**config.mk**
```make
export PLATFORM = sky130hd
export DESIGN_NAME = wav_pcm16_stream_decoder_top
export DESIGN_NICKNAME = d
export VERILOG_FILES = /design/src/hw/rtl/wavd_pkg.sv /design/src/hw/rtl/wavd_parser.sv /design/src/hw/rtl/wavd_result_fifo.sv /design/src/hw/rtl/wav_pcm16_stream_decoder_top.sv
export SDC_FILE = /design/constraint.sdc
export NUM_CORES = 1
export LEC_CHECK = 0
export BUFFER_PORTS_ARGS = -buffer_cell sky130_fd_sc_hd__clkbuf_2
export CAP_MARGIN = 0
export CORE_AREA = 2 2 187 225
export DETAILED_ROUTE_END_ITERATION = 16
export DIE_AREA = 0 0 189 227
export GPL_TIMING_DRIVEN = 0
export HOLD_SLACK_MARGIN = 0.03
export PLACE_DENSITY_LB_ADDON = 0.08
export REMOVE_ABC_BUFFERS = 1
export SYNTH_ARGS = -nofsm -noshare
export SYNTH_HDL_FRONTEND = slang
export SYNTH_SLANG_ARGS = --single-unit
```
**constraint.sdc**
```tcl
create_clock -name clk_i -period 6.15 [get_ports clk_i]
set_input_delay 0.9225 -clock clk_i [delete_from_list [all_inputs] [get_ports clk_i]]
set_output_delay 0.9225 -clock clk_i [all_outputs]
set_load 0.02 [all_outputs]
```
**src/hw/rtl/wavd_pkg.sv**
```systemverilog
// Shared types, codes and constants for the WAV PCM16 stream decoder.
package wavd_pkg;

  // Input item: one file byte plus the end-of-file marker.
  typedef struct packed {
    logic [7:0] data_byte;
    logic       stream_end;
  } in_t;

  typedef enum logic [1:0] {
    KIND_HEADER = 2'd0,
    KIND_FRAME  = 2'd1,
    KIND_ERROR  = 2'd2
  } kind_e;

  typedef enum logic [2:0] {
    ERR_RIFF     = 3'd0,
    ERR_WAVE     = 3'd1,
    ERR_FMT      = 3'd2,
    ERR_NOT_PCM  = 3'd3,
    ERR_CHANNELS = 3'd4,
    ERR_DEPTH    = 3'd5,
    ERR_DATA_TAG = 3'd6,
    ERR_SHORT    = 3'd7
  } err_e;

  typedef enum logic [1:0] {
    PH_HEADER = 2'd0,
    PH_DATA   = 2'd1,
    PH_DONE   = 2'd2,
    PH_ERROR  = 2'd3
  } phase_e;

  // Result item.
  typedef struct packed {
    kind_e              kind;
    logic signed [15:0] left_sample;
    logic signed [15:0] right_sample;
    logic [1:0]         channel_count;
    logic [31:0]        sample_rate;
    err_e               error_code;
    logic               last_frame;
    logic               last_of_run;
  } out_t;

  // Up to two results caused by one input item.
  typedef struct packed {
    out_t       first;
    out_t       second;
    logic [1:0] count;
  } res_pair_t;

  localparam logic [31:0] TagRiff     = 32'h4646_4952;
  localparam logic [31:0] TagWave     = 32'h4556_4157;
  localparam logic [31:0] TagFmt      = 32'h2074_6D66;
  localparam logic [31:0] TagData     = 32'h6174_6164;
  localparam logic [31:0] LowWordMask = 32'h0000_FFFF;
  localparam logic [15:0] Depth16     = 16'd16;

  // Header byte positions at which a check or capture happens.
  localparam logic [5:0] PosRiff   = 6'd3;
  localparam logic [5:0] PosWave   = 6'd11;
  localparam logic [5:0] PosFmt    = 6'd15;
  localparam logic [5:0] PosFormat = 6'd23;
  localparam logic [5:0] PosRate   = 6'd27;
  localparam logic [5:0] PosDepth  = 6'd35;
  localparam logic [5:0] PosData   = 6'd39;
  localparam logic [5:0] PosEnd    = 6'd43;

  localparam int FifoDepth = 4;
  localparam int PtrW      = $clog2(FifoDepth);
  localparam int CountW    = PtrW + 1;

  function automatic out_t mk_error(err_e code);
    out_t r;
    r            = '0;
    r.kind       = KIND_ERROR;
    r.error_code = code;
    return r;
  endfunction

endpackage

```
**src/hw/rtl/wavd_parser.sv**
```systemverilog
// Header checker and frame assembler: parser state and per-byte result pair.
module wavd_parser (
  input  logic                clk_i,
  input  logic                rst_ni,
  input  logic                take_i,
  input  wavd_pkg::in_t       item_i,
  output wavd_pkg::res_pair_t res_o
);
  import wavd_pkg::*;

  logic [5:0]  pos_q, pos_d;
  logic [31:0] hw_q, hw_d;
  logic [1:0]  ch_q, ch_d;
  logic [15:0] depth_q, depth_d;
  logic [31:0] rate_q, rate_d;
  logic [31:0] rem_q, rem_d;
  logic [1:0]  fidx_q, fidx_d;
  logic [23:0] part_q, part_d;
  phase_e      phase_q, phase_d;

  phase_e      phase_mid;
  logic [31:0] word;
  logic [7:0]  b;
  logic        v0;
  logic        short_err;
  logic        stereo;
  logic        done;
  out_t        res0;

  assign b    = item_i.data_byte;
  assign word = {b, hw_q[31:8]};

  always_comb begin
    pos_d     = pos_q;
    hw_d      = hw_q;
    ch_d      = ch_q;
    depth_d   = depth_q;
    rate_d    = rate_q;
    rem_d     = rem_q;
    fidx_d    = fidx_q;
    part_d    = part_q;
    phase_mid = phase_q;
    v0        = 1'b0;
    res0      = '0;
    stereo    = (ch_q == 2'd2);
    done      = 1'b0;

    case (phase_q)
      PH_HEADER: begin
        hw_d  = word;
        pos_d = pos_q + 6'd1;
        case (pos_q)
          PosRiff: begin
            if (word != TagRiff) begin
              v0 = 1'b1; res0 = mk_error(ERR_RIFF); phase_mid = PH_ERROR;
            end
          end
          PosWave: begin
            if (word != TagWave) begin
              v0 = 1'b1; res0 = mk_error(ERR_WAVE); phase_mid = PH_ERROR;
            end
          end
          PosFmt: begin
            if (word != TagFmt) begin
              v0 = 1'b1; res0 = mk_error(ERR_FMT); phase_mid = PH_ERROR;
            end
          end
          PosFormat: begin
            if ((word & LowWordMask) != 32'd1) begin
              v0 = 1'b1; res0 = mk_error(ERR_NOT_PCM); phase_mid = PH_ERROR;
            end else if (word[31:16] != 16'd1 && word[31:16] != 16'd2) begin
              v0 = 1'b1; res0 = mk_error(ERR_CHANNELS); phase_mid = PH_ERROR;
            end else begin
              ch_d = word[17:16];
            end
          end
          PosRate:  rate_d  = word;
          PosDepth: depth_d = word[31:16];
          PosData: begin
            if (word != TagData) begin
              v0 = 1'b1; res0 = mk_error(ERR_DATA_TAG); phase_mid = PH_ERROR;
            end
          end
          PosEnd: begin
            rem_d = word;
            if (depth_q != Depth16) begin
              v0 = 1'b1; res0 = mk_error(ERR_DEPTH); phase_mid = PH_ERROR;
            end else begin
              v0                 = 1'b1;
              res0.kind          = KIND_HEADER;
              res0.channel_count = ch_q;
              res0.sample_rate   = rate_q;
              fidx_d             = 2'd0;
              part_d             = '0;
              phase_mid          = (word == 32'd0) ? PH_DONE : PH_DATA;
            end
          end
          default: ;
        endcase
      end
      PH_DATA: begin
        rem_d = rem_q - 32'd1;
        done  = (rem_q == 32'd1);
        if (fidx_q == (stereo ? 2'd3 : 2'd1)) begin
          v0              = 1'b1;
          res0.kind       = KIND_FRAME;
          res0.last_frame = done;
          if (stereo) begin
            res0.left_sample  = part_q[15:0];
            res0.right_sample = {b, part_q[23:16]};
          end else begin
            res0.left_sample  = {b, part_q[7:0]};
          end
          fidx_d = 2'd0;
          part_d = '0;
        end else begin
          // Byte lanes above the current index are still zero.
          case (fidx_q)
            2'd0:    part_d[7:0]   = b;
            2'd1:    part_d[15:8]  = b;
            2'd2:    part_d[23:16] = b;
            default: ;
          endcase
          fidx_d = fidx_q + 2'd1;
        end
        if (done) begin
          phase_mid = PH_DONE;
        end
      end
      default: ;
    endcase

    short_err = item_i.stream_end && (phase_mid == PH_HEADER || phase_mid == PH_DATA);
    phase_d   = phase_mid;

    // End of file re-arms everything.
    if (item_i.stream_end) begin
      pos_d   = '0;
      hw_d    = '0;
      ch_d    = '0;
      depth_d = '0;
      rate_d  = '0;
      rem_d   = '0;
      fidx_d  = '0;
      part_d  = '0;
      phase_d = PH_HEADER;
    end
  end

  always_comb begin
    res_o.first  = v0 ? res0 : mk_error(ERR_SHORT);
    res_o.second = mk_error(ERR_SHORT);
    res_o.first.last_of_run  = !(v0 && short_err);
    res_o.second.last_of_run = 1'b1;
    res_o.count  = {1'b0, v0} + {1'b0, short_err};
  end

  always_ff @(posedge clk_i or negedge rst_ni) begin
    if (!rst_ni) begin
      pos_q   <= '0;
      hw_q    <= '0;
      ch_q    <= '0;
      depth_q <= '0;
      rate_q  <= '0;
      rem_q   <= '0;
      fidx_q  <= '0;
      part_q  <= '0;
      phase_q <= PH_HEADER;
    end else if (take_i) begin
      pos_q   <= pos_d;
      hw_q    <= hw_d;
      ch_q    <= ch_d;
      depth_q <= depth_d;
      rate_q  <= rate_d;
      rem_q   <= rem_d;
      fidx_q  <= fidx_d;
      part_q  <= part_d;
      phase_q <= phase_d;
    end
  end

endmodule

```
**src/hw/rtl/wavd_result_fifo.sv**
```systemverilog
// Small result queue: takes up to two results per cycle, delivers one.
module wavd_result_fifo (
  input  logic                       clk_i,
  input  logic                       rst_ni,
  input  logic                       push_i,
  input  wavd_pkg::res_pair_t        pair_i,
  input  logic                       pop_i,
  output wavd_pkg::out_t             head_o,
  output logic [wavd_pkg::CountW-1:0] level_o
);
  import wavd_pkg::*;

  out_t              entries_q [FifoDepth];
  logic [PtrW-1:0]   wr_ptr_q, wr_ptr_d;
  logic [PtrW-1:0]   rd_ptr_q, rd_ptr_d;
  logic [CountW-1:0] count_q, count_d;
  logic [1:0]        n_push;
  logic [PtrW-1:0]   wr_ptr_next;

  assign n_push      = push_i ? pair_i.count : 2'd0;
  assign wr_ptr_next = wr_ptr_q + PtrW'(1);

  always_comb begin
    wr_ptr_d = wr_ptr_q + PtrW'(n_push);
    rd_ptr_d = rd_ptr_q + PtrW'(pop_i);
    count_d  = count_q + CountW'(n_push) - CountW'(pop_i);
  end

  always_ff @(posedge clk_i or negedge rst_ni) begin
    if (!rst_ni) begin
      wr_ptr_q <= '0;
      rd_ptr_q <= '0;
      count_q  <= '0;
    end else begin
      wr_ptr_q <= wr_ptr_d;
      rd_ptr_q <= rd_ptr_d;
      count_q  <= count_d;
    end
  end

  always_ff @(posedge clk_i) begin
    if (n_push != 2'd0) begin
      entries_q[wr_ptr_q] <= pair_i.first;
    end
    if (n_push == 2'd2) begin
      entries_q[wr_ptr_next] <= pair_i.second;
    end
  end

  assign head_o  = entries_q[rd_ptr_q];
  assign level_o = count_q;

endmodule

```
**src/hw/rtl/wav_pcm16_stream_decoder_top.sv**
```systemverilog
// Top level of the WAV PCM16 stream decoder: parser plus result queue.
//
//   channel | dir | handshake                  | payload
//   --------+-----+----------------------------+-------------------------
//   in      | in  | in_valid_i / in_stall_o    | in_item_i  (byte, end)
//   out     | out | out_valid_o / out_stall_i  | out_item_o (result item)
//
// One byte is taken per cycle while not stalled; the parser updates its
// state on the accept edge and pushes 0, 1 or 2 results into a 4-entry
// queue that same edge. Results leave at one per cycle while out_stall_i
// is low, so the byte rate holds at 1 per cycle except on the rare bytes
// that cause two results (header end or frame with a short-stream error).
// in_stall_o rises when fewer than two queue slots are free; it depends
// only on registers. Reset clears parser state and empties the queue.
module wav_pcm16_stream_decoder_top (
  input  logic             clk_i,
  input  logic             rst_ni,
  input  logic             in_valid_i,
  output logic             in_stall_o,
  input  wavd_pkg::in_t    in_item_i,
  output logic             out_valid_o,
  input  logic             out_stall_i,
  output wavd_pkg::out_t   out_item_o
);
  import wavd_pkg::*;

  logic              in_take;
  logic              out_take;
  res_pair_t         pair;
  logic [CountW-1:0] level;

  assign in_take  = in_valid_i && !in_stall_o;
  assign out_take = out_valid_o && !out_stall_i;

  // Room for a worst-case pair must exist before a byte is taken.
  assign in_stall_o  = (level > CountW'(FifoDepth - 2));
  assign out_valid_o = (level != '0);

  wavd_parser u_parser (
    .clk_i  (clk_i),
    .rst_ni (rst_ni),
    .take_i (in_take),
    .item_i (in_item_i),
    .res_o  (pair)
  );

  wavd_result_fifo u_fifo (
    .clk_i   (clk_i),
    .rst_ni  (rst_ni),
    .push_i  (in_take),
    .pair_i  (pair),
    .pop_i   (out_take),
    .head_o  (out_item_o),
    .level_o (level)
  );

`ifndef ASSERT_OFF
  // Queue never overfills.
  a_level_bound: assert property (@(posedge clk_i) disable iff (!rst_ni)
    level <= CountW'(FifoDepth))
    else $error("result queue overflow");

  // Input back-pressure only while results are pending.
  a_stall_pending: assert property (@(posedge clk_i) disable iff (!rst_ni)
    in_stall_o |-> out_valid_o)
    else $error("input stalled with empty queue");

  // An error is always the final result of its byte.
  a_error_last: assert property (@(posedge clk_i) disable iff (!rst_ni)
    (out_valid_o && out_item_o.kind == KIND_ERROR) |-> out_item_o.last_of_run)
    else $error("error result not last of run");
`endif

endmodule
```
==> results of run 1 <==
## worst reg2reg max path: cells and delay by family (launching register included)
kind	cells	cell delay [ns]
DFF	1	0.43
and+or+nand+nor	8	2.58
AOI/OAI and AO/OA	3	1.28
adders and majority gates	1	0.46
buffers and inverters	1	0.32
## worst paths after layout
kind / from / to / slack (ns) / depth (start not counted)
max in group asynchronous: rst_ni / u_parser.rem_q[10] / 4.90 / 2
worst min register to register: u_fifo.entries_q[3][1] / u_fifo.entries_q[3][1] / 0.45 / 2
worst max register to register: u_parser.rem_q[16] / u_fifo.entries_q[0][72] / 0.98 / 13
worst max-delay path: in_item_i[2] / u_fifo.entries_q[0][72] / 0.81 / 14
min in group clk_i: u_fifo.entries_q[3][1] / u_fifo.entries_q[3][1] / 0.45 / 2
worst min-delay path: rst_ni / u_parser.part_q[12] / 0.39 / 1
## power groups by stage
stage / clock (W) / combinational, W / sequential, W
5_1_grt: 0.00295 / 0.00174 / 0.00372
2_1_floorplan: 0 / 0.000992 / 0.00357
4_1_cts: 0.00285 / 0.00159 / 0.00367
6_report: 0.00279 / 0.00158 / 0.00368
3_5_place_dp: 0 / 0.00158 / 0.00373
3_3_place_gp: 0 / 0.00134 / 0.00386
## sequential cells by signal, indices dropped and copies added, names as in the netlist
| name | cells |
|---|---|
| u_fifo.entries_q | 292 |
| u_parser.rate_q | 32 |
| u_parser.rem_q | 32 |
| u_parser.hw_q | 24 |
| u_parser.part_q | 24 |
| u_parser.depth_q | 16 |
| u_parser.pos_q | 6 |
| u_fifo.level_o | 3 |
| u_fifo.rd_ptr_q | 2 |
| u_fifo.wr_ptr_q | 2 |
| u_parser.ch_q | 2 |
| u_parser.fidx_q | 2 |
| u_parser.phase_q | 2 |
## stage by stage
step	worst slack, ns	cell area, sq um	instances
after detailed placement	0.262	21100	2698
after floorplan	-1.99	19000	2017
after CTS	0.842	22600	2783
final	0.815	22600	2783
after global routing	0.422	22600	2783
after global placement	-9.16	20100	2643
## synth_stat cells (4+ instances only)
cell type  number  area, sq um
nand2_1       352         1320
a21oi_1       317         1590
dfxtp_1       292         5850
nand3_1       244         1220
clkbuf_1      161          604
dfrtp_1       147         3680
o21ai_0       135          676
nor2_1        122          458
mux4_2         73         1640
nor3_1         38          190
mux2_2         32          360
nand2b_1       28          175
o31ai_1        22          165
nor4_1         19          119
buf_1          18         67.6
inv_1          18         67.6
buf_2          13         65.1
ha_1           12          150
a22o_1         11         96.3
and2_1         10         62.6
and3_1         10         62.6
nand4_1        10         62.6
or3_1          10         62.6
or2_2           8         50.1
xnor2_1         8         70.1
a22oi_1         7         52.6
nor2b_1         7         43.8
o21ai_1         7         35.0
nor3b_1         6         45.0
a211o_1         4         35.0
and3b_1         4         35.0
xor2_1          4         35.0
## logic make-up (layout without fill, tap and decap cells)
family                     after synthesis  in the layout
buffers and inverters                  211            245
xor gates and xnor gates                12             12
AOI/OAI and AO/OA                      535            535
DFF                                    439            439
and+or+nand+nor                        892            892
adders and majority gates               14             14
muxes                                  107            107
## final cells by class
cell class,count,area share
Tap cell,539,0.0299
Sequential cell,439,0.422
Inverter,18,0.00299
Clock buffer,71,0.0610
Multi-Input combinational cell,1560,0.420
Clock inverter,14,0.00598
Timing Repair Buffer,142,0.0584
## routing by layer
metal  GRT usage  part of all wire
met5           0                 0
met4      0.0897             0.029
met1       0.380              0.43
met3      0.0322             0.059
met2       0.452              0.48
==> results_dict.tcl, run 1 <==
set metrics [dict create \
    num_antenna_cells 0 \
    setup_viol 0 \
    core_region_area_sq_mm 0.0406 \
    internal_power_w 0.00541 \
    ant_nets 0 \
    ys_async_sr_fraction 0.335 \
    crit_arrival_ns 5.78 \
    clk_path_buf_depth 3 \
    io_pins 88 \
    vias 16700 \
    required_ns 6.59 \
    insertion_delay_ns 0.56 \
    cp_num_buf_inv 2 \
    crit_family "compound AO/OA/AOI/OAI gates" \
    synth-simple-area-share 0.211 \
    cts_resized 0 \
    post_cts_buffers 0 \
    htree_num_levels 2 \
    die_h_microns 227 \
    final.setup_skew_ns 0.0124 \
    antenna_found_initial 0 \
    drc_errors 0 \
    final_nets 2234 \
    grt_max_degree 80 \
    cp-end-kind "flop" \
    hold_viol 0 \
    multi_input_area_sq_mm 0.00948 \
    cpPeakStageDelay_ns 0.87 \
    synthAdderAreaFrac 0.00914 \
    yosysUniqueCellTypes 71 \
    muxShareOfSynthArea 0.103 \
    grt_first_pass_wirelength_microns 92500 \
    p_switching_w 0.00264 \
    timing.setup.critical_path_class "in2reg" \
    critPathSlowestCell "o21ai_1" \
    setup_tns_ns 0 \
    ir_worst_vdd_mv 0.481 \
    grt_util_all_layers 0.275 \
    max_freq_ghz 0.187 \
    dpl.hpwl_microns 37700 \
    ys_seq_elements 439 \
    utilization 0.556 \
    synth_compound_area_frac 0.148 \
    switching_share 0.328 \
    syn_inst 2210 \
    drt_pass1_iterations 6 \
    hold_path.class "in2async" \
    synth_area_sq_mm 0.0197 \
    die_area_sq_mm 0.0429 \
    grt_pass1_vias 16000 \
    area_delta_synth_final_pct 14.6 \
    power_frac_seq 0.457 \
    rsz0062_at_grt "false" \
    row_count 81 \
    n_fill_cell 3725 \
    cts.sinks 439 \
    synth-edff-count 0 \
    ctsHoldBuffers 0 \
    max_cap_viol_count 0 \
    synthFlopType "dfxtp_1" \
    comb_power_share 0.196 \
    initial_core_util 0.485 \
    final_common_cell "nand2_1" \
    io_buffers 87 \
    holdWs_ns 0.390 \
    yosysWarnings 0 \
    startpoint_type "primary input" \
    gp_routability_congestion 0.872 \
    seq_area_frac_synth 0.483 \
    mostFrequentLayoutCells "nand2_1, a21oi_1, dfxtp_1, nand3_1, dfrtp_1" \
    cts-root-buf "clkbuf_16" \
    cts_tree "done" \
    worstPathMaxFanout 53 \
    routed_wl_microns 59000 \
    fin_crit_ns 5.34 \
    grt-ovfl-total 0 \
    drive_gt1_frac 0.160 \
    p_leak_nw 8.77 \
    synth_xor_area_frac 0.00533 \
    p_per_area_mw_per_mm2 356 \
    avgRoutedWirePerCell_microns 21.2 \
    synth_top_family_by_area "simple AND/OR/NAND/NOR gates" \
    tightest_slew_ns 1.34 \
    status "finished, final reports clean" \
    fin_crit_sh 0.867 \
    avgSynthCellArea_sq_um 8.92 \
    drtIter0Drc 1512 \
    cts_buffers 47 \
    maxSlewHeadroom 0.0967 \
    register_area_sq_mm 0.00953 \
    viasPerCell 6.00 \
    die_x_microns 189 \
    clk_pin_slew_ns 0.06 \
    power_frac_clock 0.347 \
    crit_chain "clkbuf_2 -> nor4_1 -> nand4_1 -> o41ai_1 -> o311ai_1 -> or2_2 -> nor2_1 -> o21ai_0 -> ha_1 -> o21ai_1 -> or3_4 -> buf_16 -> nor3_1 -> a211o_1" \
    drv_slew 0 \
    p_total_w 0.00805 \
]
Power figures use the tool's default switching activity.
==> run 2, diff against run 1 <==
Settings changed: CTS_BUF_LIST set to sky130_fd_sc_hd__clkbuf_8.
==> run 2 against run 1 <==
Net effect:
- sequential power about the same
- flip-flop and latch count unchanged
- register-to-register slack got worse by 0.02 ns
- fmax grew 1.4%
- clock-buffer cell count rose by 21
- largest power group unchanged
- highest routed layer unchanged
==> results_dict.tcl, run 2 (same netlist as run 1, synthesis figures left out) <==
set metrics [dict create \
    core_region_area_sq_mm 0.0406 \
    timing.setup.critical_path_class "in2reg" \
    status "finished, final reports clean" \
    dpl.hpwl_microns 37700 \
    die_h_microns 227 \
    io_pins 88 \
    routed_wl_microns 59600 \
    drt_pass1_iterations 5 \
    cts-root-buf "clkbuf_8" \
    place_area_sq_mm 0.0211 \
    die_x_microns 189 \
    required_ns 6.66 \
    clk_path_buf_depth 3 \
    drv_slew 0 \
    reg2regPathDepth 13 \
    vias 16800 \
    hold_path.class "in2async" \
    fin_crit_sh 0.856 \
    final_common_cell "nand2_1" \
    worstPathMaxFanout 53 \
    cp-end-kind "flop" \
    regMostFlops "u_fifo.entries_q" \
    met2_usage 0.452 \
    cts_resized 0 \
    row_count 81 \
    hold_viol 0 \
    rsz0062_at_grt "false" \
    post-route-worst-setup-slack_ns 0.888 \
    grt_first_pass_wirelength_microns 93200 \
    cp-startpoint "in_item_i[2]" \
    drive_gt1_frac 0.167 \
    worstReg2RegStart "u_parser.rem_q[16]" \
    htree_num_levels 3 \
    tightest_slew_ns 1.37 \
    initial_core_util 0.485 \
    worstSetupEndpoint "u_fifo.entries_q[0][72]" \
    grt_util_all_layers 0.279 \
    grt_pass1_vias 16300 \
    viasPerCell 5.95 \
    p_per_area_mw_per_mm2 346 \
    insertion_delay_ns 0.64 \
    crit_arrival_ns 5.77 \
    final_nets 2261 \
    fin_area_sq_mm 0.0225 \
    use_met1 0.379 \
    final.setup_skew_ns 0.0282 \
    post_cts_buffers 0 \
    rrSetupSlack_ns 0.96 \
    utilization 0.554 \
    cts_tree "done" \
    antenna_found_initial 0 \
    met3_usage 0.0398 \
    max_freq_ghz 0.190 \
    grt-ovfl-total 0 \
    n_fill_cell 3771 \
    setup_viol 0 \
    ant_nets 0 \
    p_total_w 0.00779 \
    startpoint_type "primary input" \
    ir_worst_vdd_mv 0.476 \
    ctsHoldBuffers 0 \
    pre_cts_slack_ns 0.262 \
    gp_routability_congestion 0.872 \
    grt_max_degree 80 \
    cts_buffers 74 \
    p_leak_nw 8.91 \
    io_buffers 87 \
    reg_top3 "u_fifo.entries_q (292), u_parser.rate_q (32), u_parser.rem_q (32)" \
    die_area_sq_mm 0.0429 \
    mostFrequentLayoutCells "nand2_1, a21oi_1, dfxtp_1, nand3_1, dfrtp_1" \
    top_usage_layer "met2" \
    drtIter0Drc 1444 \
    max_cap_viol_count 0 \
    clk_pin_slew_ns 0.06 \
    largest_reg_flops 292 \
    cts.sinks 439 \
    area_delta_synth_final_pct 14.2 \
    avgRoutedWirePerCell_microns 21.1 \
    r2r_end "u_fifo.entries_q[0][72]" \
    drc_errors 0 \
    fin_crit_ns 5.26 \
    maxSlewHeadroom 0.0798 \
]
==> run 2: changes by cell type in the layout (fill, tap and decap cells not counted), sizes merged <==
| cell | delta |
|---|---|
| diode | +1 |
| inv | +37 |
| bufinv | -2 |
| clkinv | -6 |
| clkbuf | +21 |
| clkinvlp | -2 |
==> run 2: power breakdown <==
group	internal (W)	switching [W]
clock network	0.00134	0.00119
logic	0.000645	0.000932
registers	0.00313	0.000548
==> run 2: routing by layer <==
metal / wire length (microns) / vias to the layer above
li1: - / 7872
met1: 25400 / 8263
met2: 28500 / 609
met3: 3990 / 104
met4: 1760 / 0
met5: 0 / -
==> run 2: critical path: stages <==
cell and delay, ns:
clkbuf_2 0.28, nor4_1 0.46, nand4_1 0.22, o41ai_1 0.46, o311ai_1 0.24, a211oi_1 0.26
o21ai_1 0.11, nor3b_1 0.22, ha_1 0.40, o21ai_1 0.85, or3_4 0.56, buf_16 0.30
nor3_1 0.10, a211o_1 0.30
==> run 2: area by class of cell <==
cell class	instances	area, sq um	area share
multi-input cells	1560	9480	0.421
flip-flops and latches	439	9530	0.424
clock inverters	41	164	0.00728
repair buffers	142	1320	0.0587
diodes	1	2.50	0.000111
inverters	18	67.6	0.00300
well taps	539	674	0.0300
clock buffers	92	1270	0.0563
==> run 2: stage by stage <==
step | hold slack, ns | TNS [ns] | std cells
after global placement | 0.437 | -1886.62 | 2643
after CTS | 0.278 | 0 | 2831
after global routing | 0.341 | 0 | 2831
after detailed placement | 0.442 | 0 | 2698
after floorplan | 0.429 | -254.61 | 2017
final | 0.317 | 0 | 2832
==> run 2: worst min-delay path by stage <==
stage,startpoint,endpoint,cells past startpoint
6_report,rst_ni,u_parser.part_q[13],1
5_1_grt,rst_ni,u_parser.part_q[12],1
4_1_cts,rst_ni,u_parser.rem_q[29],1
3_5_place_dp,u_fifo.entries_q[3][1],u_fifo.entries_q[3][1],2
3_3_place_gp,u_fifo.entries_q[3][1],u_fifo.entries_q[3][1],2
2_1_floorplan,u_fifo.entries_q[2][1],u_fifo.entries_q[2][1],2
==> run 3, diff against run 2 <==
Clock period 6.15 ns to 4.5 ns, I/O delays scaled along.
==> run 3 against run 2 <==
Net effect:
- utilization is 0.51 points higher
- total power rose by 38%
- largest power group unchanged
- global-route usage grew 0.66 points
- largest cell class is now multi-input gates
==> results_dict.tcl, run 3 (same netlist as run 1, synthesis figures left out) <==
set metrics [dict create \
    status "finished, final reports clean" \
    ant_nets 0 \
    row_count 81 \
    r2r_end "u_fifo.entries_q[0][72]" \
    cts.sinks 439 \
    fin_area_sq_mm 0.0227 \
    antenna_found_initial 1 \
    drive_gt1_frac 0.176 \
    final_cells 2846 \
    post-route-worst-setup-slack_ns 0.217 \
    num_antenna_cells 0 \
    critPathSlowestCell "or4_4" \
    clk_path_buf_depth 3 \
    setup_viol 0 \
    insertion_delay_ns 0.64 \
    hold_path.class "in2async" \
    drt_pass1_iterations 6 \
    io_buffers 87 \
    largest_reg_flops 292 \
    rsz0062_at_grt "false" \
    cp-startpoint "u_parser.rem_q[16]" \
    vias 17000 \
    cp-end-kind "flop" \
    maxSlewHeadroom 0.0872 \
    initial_core_util 0.485 \
    clk_pin_slew_ns 0.06 \
    timing.setup.critical_path_class "reg2reg" \
    io_pins 88 \
    fin_crit_ns 4.28 \
    grt_first_pass_wirelength_microns 94800 \
    startpoint_type "flop" \
    htree_num_levels 3 \
    core_region_area_sq_mm 0.0406 \
    p_leak_nw 9.00 \
    dpl.hpwl_microns 37700 \
    reg2regPathDepth 12 \
    p_per_area_mw_per_mm2 474 \
    grt_pass1_vias 16300 \
    max_cap_viol_count 0 \
    die_h_microns 227 \
    crit_arrival_ns 4.79 \
    drv_slew 0 \
    tightest_slew_ns 1.35 \
    gp_routability_congestion 0.872 \
    routed_wl_microns 61100 \
    n_fill_cell 3741 \
    crit_chain "or4_4 -> or3_4 -> or3_4 -> nor4_4 -> nand2_1 -> o21ai_1 -> nor3b_2 -> ha_4 -> o21ai_4 -> or3_4 -> buf_16 -> a211o_1" \
    drtIter0Drc 1524 \
    grt_max_degree 80 \
    max_freq_ghz 0.233 \
    pre_cts_slack_ns -1.14 \
    reg_top3 "u_fifo.entries_q (292), u_parser.rate_q (32), u_parser.rem_q (32)" \
    required_ns 5.01 \
    multi_input_area_sq_mm 0.00957 \
    grt_util_all_layers 0.286 \
    place_area_sq_mm 0.0211 \
    final.setup_skew_ns 0.0264 \
    grt-ovfl-total 0 \
    crit_top_cell "or3_4" \
    worstReg2RegStart "u_parser.rem_q[16]" \
    cts_buffers 74 \
    avgRoutedWirePerCell_microns 21.5 \
    cts-root-buf "clkbuf_8" \
    mostFrequentLayoutCells "nand2_1, a21oi_1, dfxtp_1, nand3_1, dfrtp_1" \
    rrSetupSlack_ns 0.22 \
    dp.cells 2698 \
    die_x_microns 189 \
    final_nets 2276 \
    setup_tns_ns 0 \
    area_delta_synth_final_pct 15.2 \
    cpPeakStageDelay_ns 0.58 \
    cts_tree "done" \
    hold_viol 0 \
    regMostFlops "u_fifo.entries_q" \
    die_area_sq_mm 0.0429 \
    register_area_sq_mm 0.00953 \
    worstPathMaxFanout 53 \
    worstSetupEndpoint "u_fifo.entries_q[0][72]" \
    drc_errors 0 \
    final_common_cell "nand2_1" \
    ir_worst_vdd_mv 0.654 \
    viasPerCell 5.98 \
    fin_crit_sh 0.952 \
]
==> run 3: what timing repair did <==
item,CTS,global route
pin swaps,6,3
buffers inserted,7,5
hold buffers,0,0
cloned,3,0
resized for setup,5,8
endpoints found under the setup margin,280,228
==> run 3: per-layer routing <==
layer,GRT usage,vias up,routed length [microns]
li1,-,7922,-
met1,0.394,8407,26400
met2,0.460,585,29100
met3,0.0378,117,3740
met4,0.110,0,1820
met5,0,-,0
==> run 3: per-stage QoR <==
stage,utilization,hold WS [ns],power [W]
after floorplan,-,0.379,0.00624
after global placement,0.494,0.437,0.00711
after detailed placement,0.518,0.442,0.00726
after CTS,0.556,0.0305,0.0108
after global routing,0.559,0.0938,0.0113
final,0.559,0.0692,0.0108
==> run 3: critical path: cells and delay by family, from the launching register on <==
family / cells / cell delay (ns)
and+or+nand+nor: 7 / 2.43
AOI/OAI and AO/OA: 3 / 0.57
buffers and inverters: 1 / 0.25
DFF: 1 / 0.43
adders and majority gates: 1 / 0.38
==> run 3: how the worst min path moves through the flow <==
stage	from	end	slack, ns
after floorplan	rst_ni	u_fifo.level_o[0]	0.38
after global placement	u_fifo.entries_q[3][1]	u_fifo.entries_q[3][1]	0.44
after detailed placement	u_fifo.entries_q[3][1]	u_fifo.entries_q[3][1]	0.44
after CTS	rst_ni	u_parser.rem_q[29]	0.03
after global routing	rst_ni	u_parser.part_q[12]	0.09
final	rst_ni	u_parser.part_q[20]	0.07
==> run 3: cell type report <==
class,count,share of cell area
clock buffer,92,0.0558
sequential,439,0.420
timing repair buffer,154,0.0632
inverter,18,0.00297
multi-input combinational,1563,0.421
tap,539,0.0297
clock inverter,41,0.00722
==> run 3: power breakdown <==
part / total [W] / internal [W] / switching, W
sequential: 0.00506 / 0.00428 / 0.000775
clock: 0.00346 / 0.00184 / 0.00163
combinational: 0.00224 / 0.000916 / 0.00133
